### config.mk
export PLATFORM = sky130hd
export DESIGN_NAME = dpds_mul
export DESIGN_NICKNAME = d
export VERILOG_FILES = /design/src/hw/rtl/dpds_pkg.sv /design/src/hw/rtl/dpds_mul.sv
export SDC_FILE = /design/constraint.sdc
export NUM_CORES = 2
export LEC_CHECK = 0
export BUFFER_PORTS_ARGS = -buffer_cell sky130_fd_sc_hd__buf_2
export CAP_MARGIN = 40
export CORE_ASPECT_RATIO = 0.75
export CORE_MARGIN = 2
export CORE_UTILIZATION = 60
export CTS_CLUSTER_SIZE = 40
export DETAILED_ROUTE_END_ITERATION = 8
export GPL_TIMING_DRIVEN = 0
export PLACE_DENSITY_LB_ADDON = 0.3
export SLEW_MARGIN = 20
export SYNTH_ARGS = -nofsm -noshare
export SYNTH_HDL_FRONTEND = slang
export SYNTH_SLANG_ARGS = --single-unit
### constraint.sdc
create_clock -name clk -period 8.9 [get_ports clk]
set_input_delay 1.335 -clock clk [delete_from_list [all_inputs] [get_ports clk]]
set_output_delay 1.335 -clock clk [all_outputs]
set_load 0.1 [all_outputs]
### src/hw/rtl/dpds_pkg.sv
// Shared widths, sequencer codes and helpers for the dipole potential block.
// No dependencies.
package dpds_pkg;

  localparam int FRAC_BITS   = 16;
  localparam int SQRT_GUARD  = 16;
  localparam int NORMAL_FRAC = 30;

  localparam int MUL_W  = 33;                      // shared multiplier operand width
  localparam int PROD_W = 2 * MUL_W;
  localparam int D_W    = 33;                      // target - source, signed
  localparam int R2_W   = 66;                      // |D|^2 < 3 * 2^64
  localparam int DOT_W  = 67;                      // signed dot product
  localparam int DMAG_W = 65;                      // |dot| <= 3 * 2^63
  localparam int NUM_W  = 97;
  localparam int RAD_W  = R2_W + 2 * SQRT_GUARD;   // sqrt radicand
  localparam int ROOT_W = RAD_W / 2;
  localparam int DEN_W  = R2_W + ROOT_W;
  localparam int DIV_SHIFT = FRAC_BITS + 32 - NORMAL_FRAC + SQRT_GUARD;
  localparam int DVD_W  = NUM_W + DIV_SHIFT;
  localparam int SQ_CNT_W  = $clog2(ROOT_W + 1);
  localparam int DIV_CNT_W = $clog2(DVD_W + 1);

  typedef enum logic [2:0] {
    ST_IDLE, ST_MUL, ST_CHECK, ST_SQRT, ST_DIVGO, ST_DIV, ST_SUM, ST_FIN
  } state_t;

  // Product schedule of the shared multiplier.
  typedef enum logic [3:0] {
    MS_RX, MS_RY, MS_RZ, MS_DX, MS_DY, MS_DZ,
    MS_NLO, MS_NHI, MS_D00, MS_D01, MS_D10, MS_D11
  } mstep_t;

  typedef struct packed {
    logic start;
  } unit_ctl_t;

  typedef struct packed {
    logic busy;
  } unit_stat_t;

  function automatic logic [63:0] sat_add(input logic [63:0] a, input logic [63:0] b);
    logic [63:0] s;
    s = a + b;
    if (a[63] == b[63] && s[63] != a[63])
      s = a[63] ? {1'b1, 63'd0} : {1'b0, {63{1'b1}}};
    return s;
  endfunction

endpackage

### src/hw/rtl/dpds_mul.sv
// Shared unsigned multiplier with a registered product.
// Depends on dpds_pkg.
module dpds_mul import dpds_pkg::*; (
  input  logic              clk,
  input  logic [MUL_W-1:0]  a,
  input  logic [MUL_W-1:0]  b,
  output logic [PROD_W-1:0] p
);

  always_ff @(posedge clk) begin
    p <= PROD_W'(a) * PROD_W'(b);
  end

endmodule

==> summary.txt <==
Status
  – Status: finished with violations
  – Failing checks: negative setup slack

Timing
  – Setup TNS Final: -0.00343 ns
  – Fin. Hold Viols: 0
  – Max frequency: between 0.1 and 0.15 GHz
  – Slew Limit Fails: 0
  – Slew headroom: roughly two fifths
  – Final hold slack: about 1.3 ns
  – RSZ-0062 raised after global routing: yes
  – Worst-Margin Slew: around 0.92 ns
  – Fin crit share: 100%
  – Minimum clock period: about 8.9 ns
  – Final setup viols: 1
  – Setup ws final: -0.00343 ns

Logic synthesis
  – Post-synth ARST share: 0%
  – Share of the synthesized area in the top cell type: around 52%
  – Gate count after technology mapping: between 4000 and 5000
  – Main synth FF type: dfxtp_1
  – EDFF count, synth: 0
  – Count leader, synth: inv_1
  – Mean post-synth cell area: 9.04 µm²
  – Leading post-synthesis cells by cell area: fa_1 (52%), inv_1 (11%), and2_1 (9.8%)
  – Synth Cell Area: around 0.037 mm²
  – Yosys reg bits: 66
  – Yosys synthesis warning count: 0
  – Net Count, Synth: 5338
  – Area leader, netlist: fa_1
  – Synth cell types: 57
  – Register area share after synthesis: between 3 and 4%
  – Post-synth top cells: inv_1 (1048), fa_1 (958), and2_1 (574), nand2_1 (567), ha_1 (265)

Routing
  – First DRT Iteration DRCs: 3419
  – WL/cell: 26.2 µm
  – Via Count: roughly 29000
  – Met2 Wirelength: around 50 mm
  – DRT antenna net count: 0
  – Wl on met1: slightly below 50 mm
  – Top Layer Used: met5
  – Vias per cell: 5.73
  – DR WL met3: 27.3 mm
  – DRT Pass-1 Iters: 6
  – DRC Markers: 0
  – Routed WL: between 100 and 150 mm

Floorplanning
  – I/O pin total: approximately 130
  – CORE AREA: 0.0604 mm²
  – Die area: approximately 0.063 mm²
  – Rows: 78
  – Die width: about 290 µm
  – Initial core utilization: 60.6%
  – Die Height: approximately 220 µm

Clock tree
  – Root buf cell: clkbuf_16
  – Clock buffer depth: 2
  – Clock transition at path regs: ~0.060 ns
  – Cts bufs inserted: 9
  – CTS tree: done
  – H-tree depth: 3
  – Hold Buf Count CTS: 0
  – Clk sinks: 66

Worst setup path
  – Crit path launch type: input port
  – Critical Path Max Stage Delay: 0.58 ns
  – Worst path required time: between 9 and 10 ns
  – Critical Path End Type: register
  – Worst Path Class, Setup: input port to register
  – Max FO, Critical Path: 10
  – Critical path arrival: between 9 and 10 ns
  – CP most frequent cell: fa_1
  – Slowest cell on crit path: fa_2

Layout
  – Final #Nets: between 5000 and 6000
  – Max FFs per register: 66
  – Layout cells sized above 1: 11.1%
  – Synth-to-Final Area Change: 10.2%
  – # fillers: 4896
  – Top reg by flops: p
  – Final Instance Area: slightly above 0.04 mm²
  – Largest regs: p: 66 flops

Hold path
  – Worst hold path type: input port to register

Placement
  – HPWL Detailed: 113 mm
  – # port buffers: 132
  – Area post-placement: ~0.039 mm²
  – Placer Congestion: approximately 1.1

GRT
  – Gr ovfl total: 0
  – Largest net degree at the start of global routing: 16
  – Vias in the first global route: 29700
  – GRT Total Usage: approximately 44%
  – Global-route wire length before repair: 196 mm
  – Initial antenna violation count: 13

Flow run
  – Max Cap Viol: 0
through the flow:
step,worst slack [ns],instances,util (%)
after CTS,0.0000986,5017,65.2
after floorplan,0.461,4048,-
after detailed placement,-1.01,5001,63.8
after global placement,-1.17,4980,63.3
after global routing,-0.102,5053,66.8
final,-0.00343,5057,66.8
worst paths after layout:
path,from,end,slack (ns),cells after the start
worst max-delay path,b[20],p[58],-0.003,26
worst min-delay path,b[0],p[0],1.27,2
repair_timing:
action                     CTS  global route
setup buffers                1            27
pin swaps                   15            59
setup endpoints to repair   27            28
resized for setup          240           369
cloned                       0             3
cell families after synthesis:
kind of cell / after synthesis / synth area share, %
AO/OA/AOI/OAI: 201 / 3.45
buffers and inverters: 1260 / 12.9
adder cells (fa/ha/maj): 1223 / 61.5
flip-flops: 66 / 3.61
XOR/XNOR: 65 / 1.56
AND/OR/NAND/NOR: 1233 / 17.0
worst max-delay path, delay by kind of cell:
kind	cells	cell delay [ns]
compound gates	5	0.99
xor+xnor	1	0.17
fa+ha+maj	9	4.32
buf+inv	6	1.09
simple gates	5	1.27
cells in the final DEF (no fill, tap or decap), types with 7 or more instances in the layout:
master / synthesis / routed
nand3_1: 10 / 9
nand2_1: 567 / 563
buf_8: 0 / 13
a21o_1: 31 / 31
and2_1: 574 / 568
clkbuf_16: 0 / 13
clkbuf_2: 0 / 62
buf_4: 0 / 61
ha_1: 265 / 256
clkbuf_4: 0 / 34
xor2_1: 24 / 24
inv_1: 1048 / 1031
clkbuf_1: 209 / 39
buf_6: 0 / 48
fa_1: 958 / 934
o21ai_1: 23 / 23
xnor2_1: 41 / 41
a21oi_1: 73 / 67
nor2_1: 33 / 31
buf_2: 2 / 129
dfxtp_1: 66 / 66
and3_1: 7 / 7
inv_2: 1 / 18
nand4_1: 16 / 16
o21ai_0: 15 / 13
o21bai_1: 8 / 7
fa_2: 0 / 24
ha_4: 0 / 7
per-layer routing:
layer / track usage (%) / vias up
li1: - / 11900
met1: 61.1 / 14400
met2: 56.3 / 2256
met3: 27.8 / 334
met4: 12.7 / 16
met5: 0 / -
area by class of cell:
type / count / area, µm² / area share [%]
Tap cell: 800 / 1000 / 2.48
Buffer: 210 / 1450 / 3.59
Timing Repair Buffer: 190 / 1380 / 3.42
Antenna cell: 4 / 10.0 / 0.0248
Inverter: 1049 / 3940 / 9.76
Clock buffer: 10 / 229 / 0.568
Sequential cell: 66 / 1320 / 3.28
Multi-Input combinational cell: 2722 / 30900 / 76.7
Clock inverter: 6 / 90.1 / 0.223
Power is not shown: default switching activity piles up to over one toggle a cycle in this logic, so the estimate is an artifact.
