## config.mk

```make
export PLATFORM = sky130hd
export DESIGN_NAME = dpds_sqrt
export DESIGN_NICKNAME = d
export VERILOG_FILES = /design/src/hw/rtl/dpds_pkg.sv /design/src/hw/rtl/dpds_sqrt.sv
export SDC_FILE = /design/constraint.sdc
export NUM_CORES = 1
export LEC_CHECK = 0
export ABC_AREA = 1
export BUFFER_PORTS_ARGS = -buffer_cell sky130_fd_sc_hd__buf_2
export CAP_MARGIN = 20
export CORE_MARGIN = 3
export CORE_UTILIZATION = 45
export CTS_CLUSTER_DIAMETER = 40
export DETAILED_ROUTE_END_ITERATION = 10
export PLACE_DENSITY_LB_ADDON = 0.3
export REMOVE_ABC_BUFFERS = 1
export SLEW_MARGIN = 20
export SYNTH_ARGS = -nofsm -noshare
export SYNTH_HDL_FRONTEND = slang
export SYNTH_SLANG_ARGS = --single-unit
```

## constraint.sdc

```tcl
create_clock -name clk -period 10.15 [get_ports clk]
set_input_delay 1.5225 -clock clk [delete_from_list [all_inputs] [get_ports clk]]
set_output_delay 1.5225 -clock clk [all_outputs]
set_load 0.05 [all_outputs]
```

## src/hw/rtl/dpds_pkg.sv

```systemverilog
// Shared widths, sequencer codes and helpers for the dipole potential block.
// No dependencies.
package dpds_pkg;

  localparam int FRAC_BITS   = 16;
  localparam int SQRT_GUARD  = 16;
  localparam int NORMAL_FRAC = 30;

  localparam int MUL_W  = 33;                      // shared multiplier operand width
  localparam int PROD_W = 2 * MUL_W;
  localparam int D_W    = 33;                      // target - source, signed
  localparam int R2_W   = 66;                      // |D|^2 < 3 * 2^64
  localparam int DOT_W  = 67;                      // signed dot product
  localparam int DMAG_W = 65;                      // |dot| <= 3 * 2^63
  localparam int NUM_W  = 97;
  localparam int RAD_W  = R2_W + 2 * SQRT_GUARD;   // sqrt radicand
  localparam int ROOT_W = RAD_W / 2;
  localparam int DEN_W  = R2_W + ROOT_W;
  localparam int DIV_SHIFT = FRAC_BITS + 32 - NORMAL_FRAC + SQRT_GUARD;
  localparam int DVD_W  = NUM_W + DIV_SHIFT;
  localparam int SQ_CNT_W  = $clog2(ROOT_W + 1);
  localparam int DIV_CNT_W = $clog2(DVD_W + 1);

  typedef enum logic [2:0] {
    ST_IDLE, ST_MUL, ST_CHECK, ST_SQRT, ST_DIVGO, ST_DIV, ST_SUM, ST_FIN
  } state_t;

  // Product schedule of the shared multiplier.
  typedef enum logic [3:0] {
    MS_RX, MS_RY, MS_RZ, MS_DX, MS_DY, MS_DZ,
    MS_NLO, MS_NHI, MS_D00, MS_D01, MS_D10, MS_D11
  } mstep_t;

  typedef struct packed {
    logic start;
  } unit_ctl_t;

  typedef struct packed {
    logic busy;
  } unit_stat_t;

  function automatic logic [63:0] sat_add(input logic [63:0] a, input logic [63:0] b);
    logic [63:0] s;
    s = a + b;
    if (a[63] == b[63] && s[63] != a[63])
      s = a[63] ? {1'b1, 63'd0} : {1'b0, {63{1'b1}}};
    return s;
  endfunction

endpackage

```

## src/hw/rtl/dpds_sqrt.sv

```systemverilog
// Digit-by-digit integer square root of r2 * 2^(2*SQRT_GUARD), one root bit a cycle.
// Depends on dpds_pkg.
module dpds_sqrt import dpds_pkg::*; (
  input  logic              clk,
  input  logic              rst,
  input  unit_ctl_t         ctl,
  input  logic [R2_W-1:0]   r2,
  output unit_stat_t        stat,
  output logic [ROOT_W-1:0] root
);

  logic [RAD_W-1:0]    rad;
  logic [ROOT_W+1:0]   rem;
  logic [SQ_CNT_W-1:0] cnt;
  logic                busy;
  logic [ROOT_W+3:0]   rem_sh;
  logic [ROOT_W+3:0]   trial;
  logic                ge;

  always_comb begin
    rem_sh = {rem, rad[RAD_W-1 -: 2]};
    trial  = {2'b00, root, 2'b01};
    ge     = rem_sh >= trial;
  end

  always_ff @(posedge clk) begin
    if (rst) begin
      busy <= 1'b0;
      cnt  <= '0;
    end else if (ctl.start) begin
      busy <= 1'b1;
      cnt  <= SQ_CNT_W'(ROOT_W);
      rad  <= {r2, {(2 * SQRT_GUARD){1'b0}}};
      rem  <= '0;
      root <= '0;
    end else if (busy) begin
      rad  <= rad << 2;
      rem  <= ge ? (ROOT_W+2)'(rem_sh - trial) : (ROOT_W+2)'(rem_sh);
      root <= {root[ROOT_W-2:0], ge};
      cnt  <= cnt - 1'b1;
      if (cnt == SQ_CNT_W'(1)) busy <= 1'b0;
    end
  end

  assign stat.busy = busy;

endmodule

```

==> out/metrics.yaml <==
drt:
  wirelength_mm: 31.0
  via_per_inst: 4.81
  vias: 10500
  wl_per_cell_um: 14.3
  wl_met2_mm: 13.8
  drc: 0
  wl_met3_mm: 1.94
  drtIter0Drc: 770
  ant_nets: 0
  top_layer: "met4"
  first_pass_iters: 7
  wl_met1_mm: 14.8
critical_path:
  cp_slowest_cell: "buf_4"
  crit_type: "reg2reg"
  crit_required_ns: 10.46
  path_cells: "inv_1 > ha_1 > nand2_1 > nor2_1 > inv_2 > nor2_4 > nand2_1 > nor3_2 > nand3_1 > nand3_2 > buf_4 > nand2_2 > nand2_1 > nand2_1 > inv_1"
  arrival_ns: 4.04
  crit_fanout: 89
  critPathLaunchType: "flip-flop"
  cpPeakStageDelay_ns: 0.72
  r2r_slack_ns: 6.42
  critPathCaptureType: "flip-flop"
  crit_top_cell: "nand2_1"
timing:
  rsz0062_at_grt: "no"
  holdWs_ns: 0.514
  setup_viol: 0
  max-slew-margin-rel_pct: 38.3
  worst_pin_slew_ns: 0.925
  min_period_over_period_pct: 36.7
  fmax_mhz: 268
  hold_viol_final: 0
  finalCriticalPeriod_ns: 3.73
  fin_worst_skew_ns: 0.0187
  tns_ns: 0
  timing.final.max_slew_violations: 0
clocking:
  clock-sinks: 173
  cts_resized: 0
  clock_latency_ns: 0.44
  clock_path_buffers: 2
  clk_pin_slew_ns: 0.08
  cts_setup_buffers: 0
  cts_buffers: 17
  cts_htree_levels: 4
  cts_hold_buf: 0
  cts-root-buf: "clkbuf_16"
  cts_tree: "done"
power_and_ir_drop:
  powerDensity_mw_per_mm2: 166
  swShare_pct: 36.9
  ir_worst_vdd_uv: 99.3
  seqPwrFrac_pct: 39.9
  p_switching_uw: 821
  power.internal_mw: 1.40
  p_clk_share_pct: 30.2
  p_comb_share_pct: 29.9
  leakage_nw: 7.17
logic_synthesis:
  synth_top_flop_cell: "edfxtp_1"
  ys_seq_elements: 173
  yosysUniqueCellTypes: 35
  yosys-top-cells-count: "nand2_1 (733), inv_1 (314), nor2_1 (217), edfxtp_1 (166), nand3_1 (67)"
  synth_async_sr_flop_share_pct: 0
  syn_area_sq_mm: 0.0119
  ys_top_cells_by_area: "edfxtp_1 (42%), nand2_1 (23%), inv_1 (9.9%), nor2_1 (6.9%), ha_1 (5.6%)"
  avgSynthCellArea_sq_um: 6.88
  ys_seq_area_share_pct: 43.2
  synth_edf_count: 166
  synth.most_common_cell: "nand2_1"
  synth_area_leader_cell: "edfxtp_1"
  syn_inst: 1724
  ys.warnings.count: 0
  netlist.area_leader.share_pct: 42.0
finish:
  final_nets: 1952
  nFillCells: 2628
  num_antenna_cells: 0
  drive_above_1_share_pct: 9.33
  area_growth_pct: 12.6
die:
  core_area_sq_mm: 0.0255
  initial_core_util_pct: 46.4
  core.rowCount: 58
  io_pins: 119
  die_width_um: 168
  die_y_um: 168
  die_area_sq_mm: 0.0284
run_status:
  status: "complete, no violations"
worst_hold_path:
  hold_path_class: "reg2reg"
placement:
  gp_congestion: 0.973
  dp_hpwl_mm: 23.7
  numPortBuffers: 118
global_route:
  grt_max_degree: 90
  antenna_found_initial: 0
  grt_pass1_wl_mm: 49.6
  first_global_vias: 9837
  overflow: 0
  grt_util_all_layers_pct: 21.9
job:
  maxCapViolations: 0
[sequential cells by signal, summed over array words and instances, names as in the netlist]
name	cells
rem	51
cnt	6
stat	1
rad	66
root	49
[worst max-delay path, delay by kind of cell, from the launching register on]
kind / cells / cell delay (ns)
adders and majority gates: 1 / 0.42
buffers and inverters: 4 / 0.91
DFF: 1 / 0.35
and+or+nand+nor: 10 / 1.89
[metal layers]
layer | global-route usage, % | up-vias
li1 | - | 5465
met1 | 31.3 | 4666
met2 | 34.9 | 298
met3 | 4.04 | 28
met4 | 4.84 | 0
met5 | 0 | -
[placed cells by master, fill, tap and decap left out, types with 2 or more instances in the layout]
cell type	n
a21oi_1	35
and3_1	2
buf_2	117
buf_4	6
clkbuf_16	17
clkinv_2	2
clkinv_4	2
clkinv_8	3
dfxtp_1	7
edfxtp_1	166
ha_1	53
inv_1	313
inv_2	5
inv_6	2
inv_8	6
nand2_1	733
nand3_1	67
nand3b_1	2
nand4_1	16
nor2_1	216
nor2_2	3
nor2_4	2
nor3_1	11
nor3_2	2
nor4_1	2
o21ai_0	10
o21bai_1	5
xnor2_1	24
xor2_1	3
[metrics by stage]
step | instance area [sq um] | cells | setup WS (ns) | util, % | power (mW)
6_report | 13400 | 2173 | 6.42 | 52.3 | 2.22
5_1_grt | 13400 | 2173 | 6.11 | 52.3 | 2.36
2_1_floorplan | 11700 | 1687 | 0.961 | - | 1.39
4_1_cts | 13300 | 2172 | 6.39 | 52.2 | 2.23
3_5_place_dp | 12700 | 2140 | 5.93 | 49.9 | 1.56
3_3_place_gp | 12700 | 2140 | 6.00 | 49.9 | 1.55
[final timing paths]
kind	from	end	cells after the start
setup / recovery	root[27]$_SDFFCE_PP0P_	rem[47]$_SDFFCE_PP0P_	15
hold / removal	rad[84]$_DFFE_PP_	rad[86]$_DFFE_PP_	2
setup reg to reg	root[27]$_SDFFCE_PP0P_	rem[47]$_SDFFCE_PP0P_	15
hold reg to reg	rad[84]$_DFFE_PP_	rad[86]$_DFFE_PP_	2
[power by group through the flow]
| stage | sequential [mW] | clock [mW] | combinational (mW) |
|---|---|---|---|
| 2_1_floorplan | 0.948 | 0 | 0.440 |
| 3_3_place_gp | 0.901 | 0 | 0.651 |
| 3_5_place_dp | 0.902 | 0 | 0.659 |
| 4_1_cts | 0.887 | 0.681 | 0.662 |
| 5_1_grt | 0.893 | 0.712 | 0.753 |
| 6_report | 0.886 | 0.672 | 0.665 |
[cell families after synthesis]
group / Yosys count / synth area share, %
flops: 173 / 43.2
simple gates: 1063 / 35.4
xor+xnor: 27 / 1.99
compound gates: 52 / 2.33
fa+ha+maj: 53 / 5.59
buf+inv: 356 / 11.5
[final cells by class]
class / instances / area [sq um] / share of cell area (%)
Clock buffer: 17 / 425 / 3.19
Sequential cell: 173 / 5120 / 38.4
Clock inverter: 15 / 164 / 1.23
Multi-Input combinational cell: 1195 / 5380 / 40.3
Timing Repair Buffer: 124 / 651 / 4.87
Inverter: 319 / 1200 / 8.98
Tap cell: 330 / 413 / 3.09
Note: power is estimated with default switching activity, not from simulation.
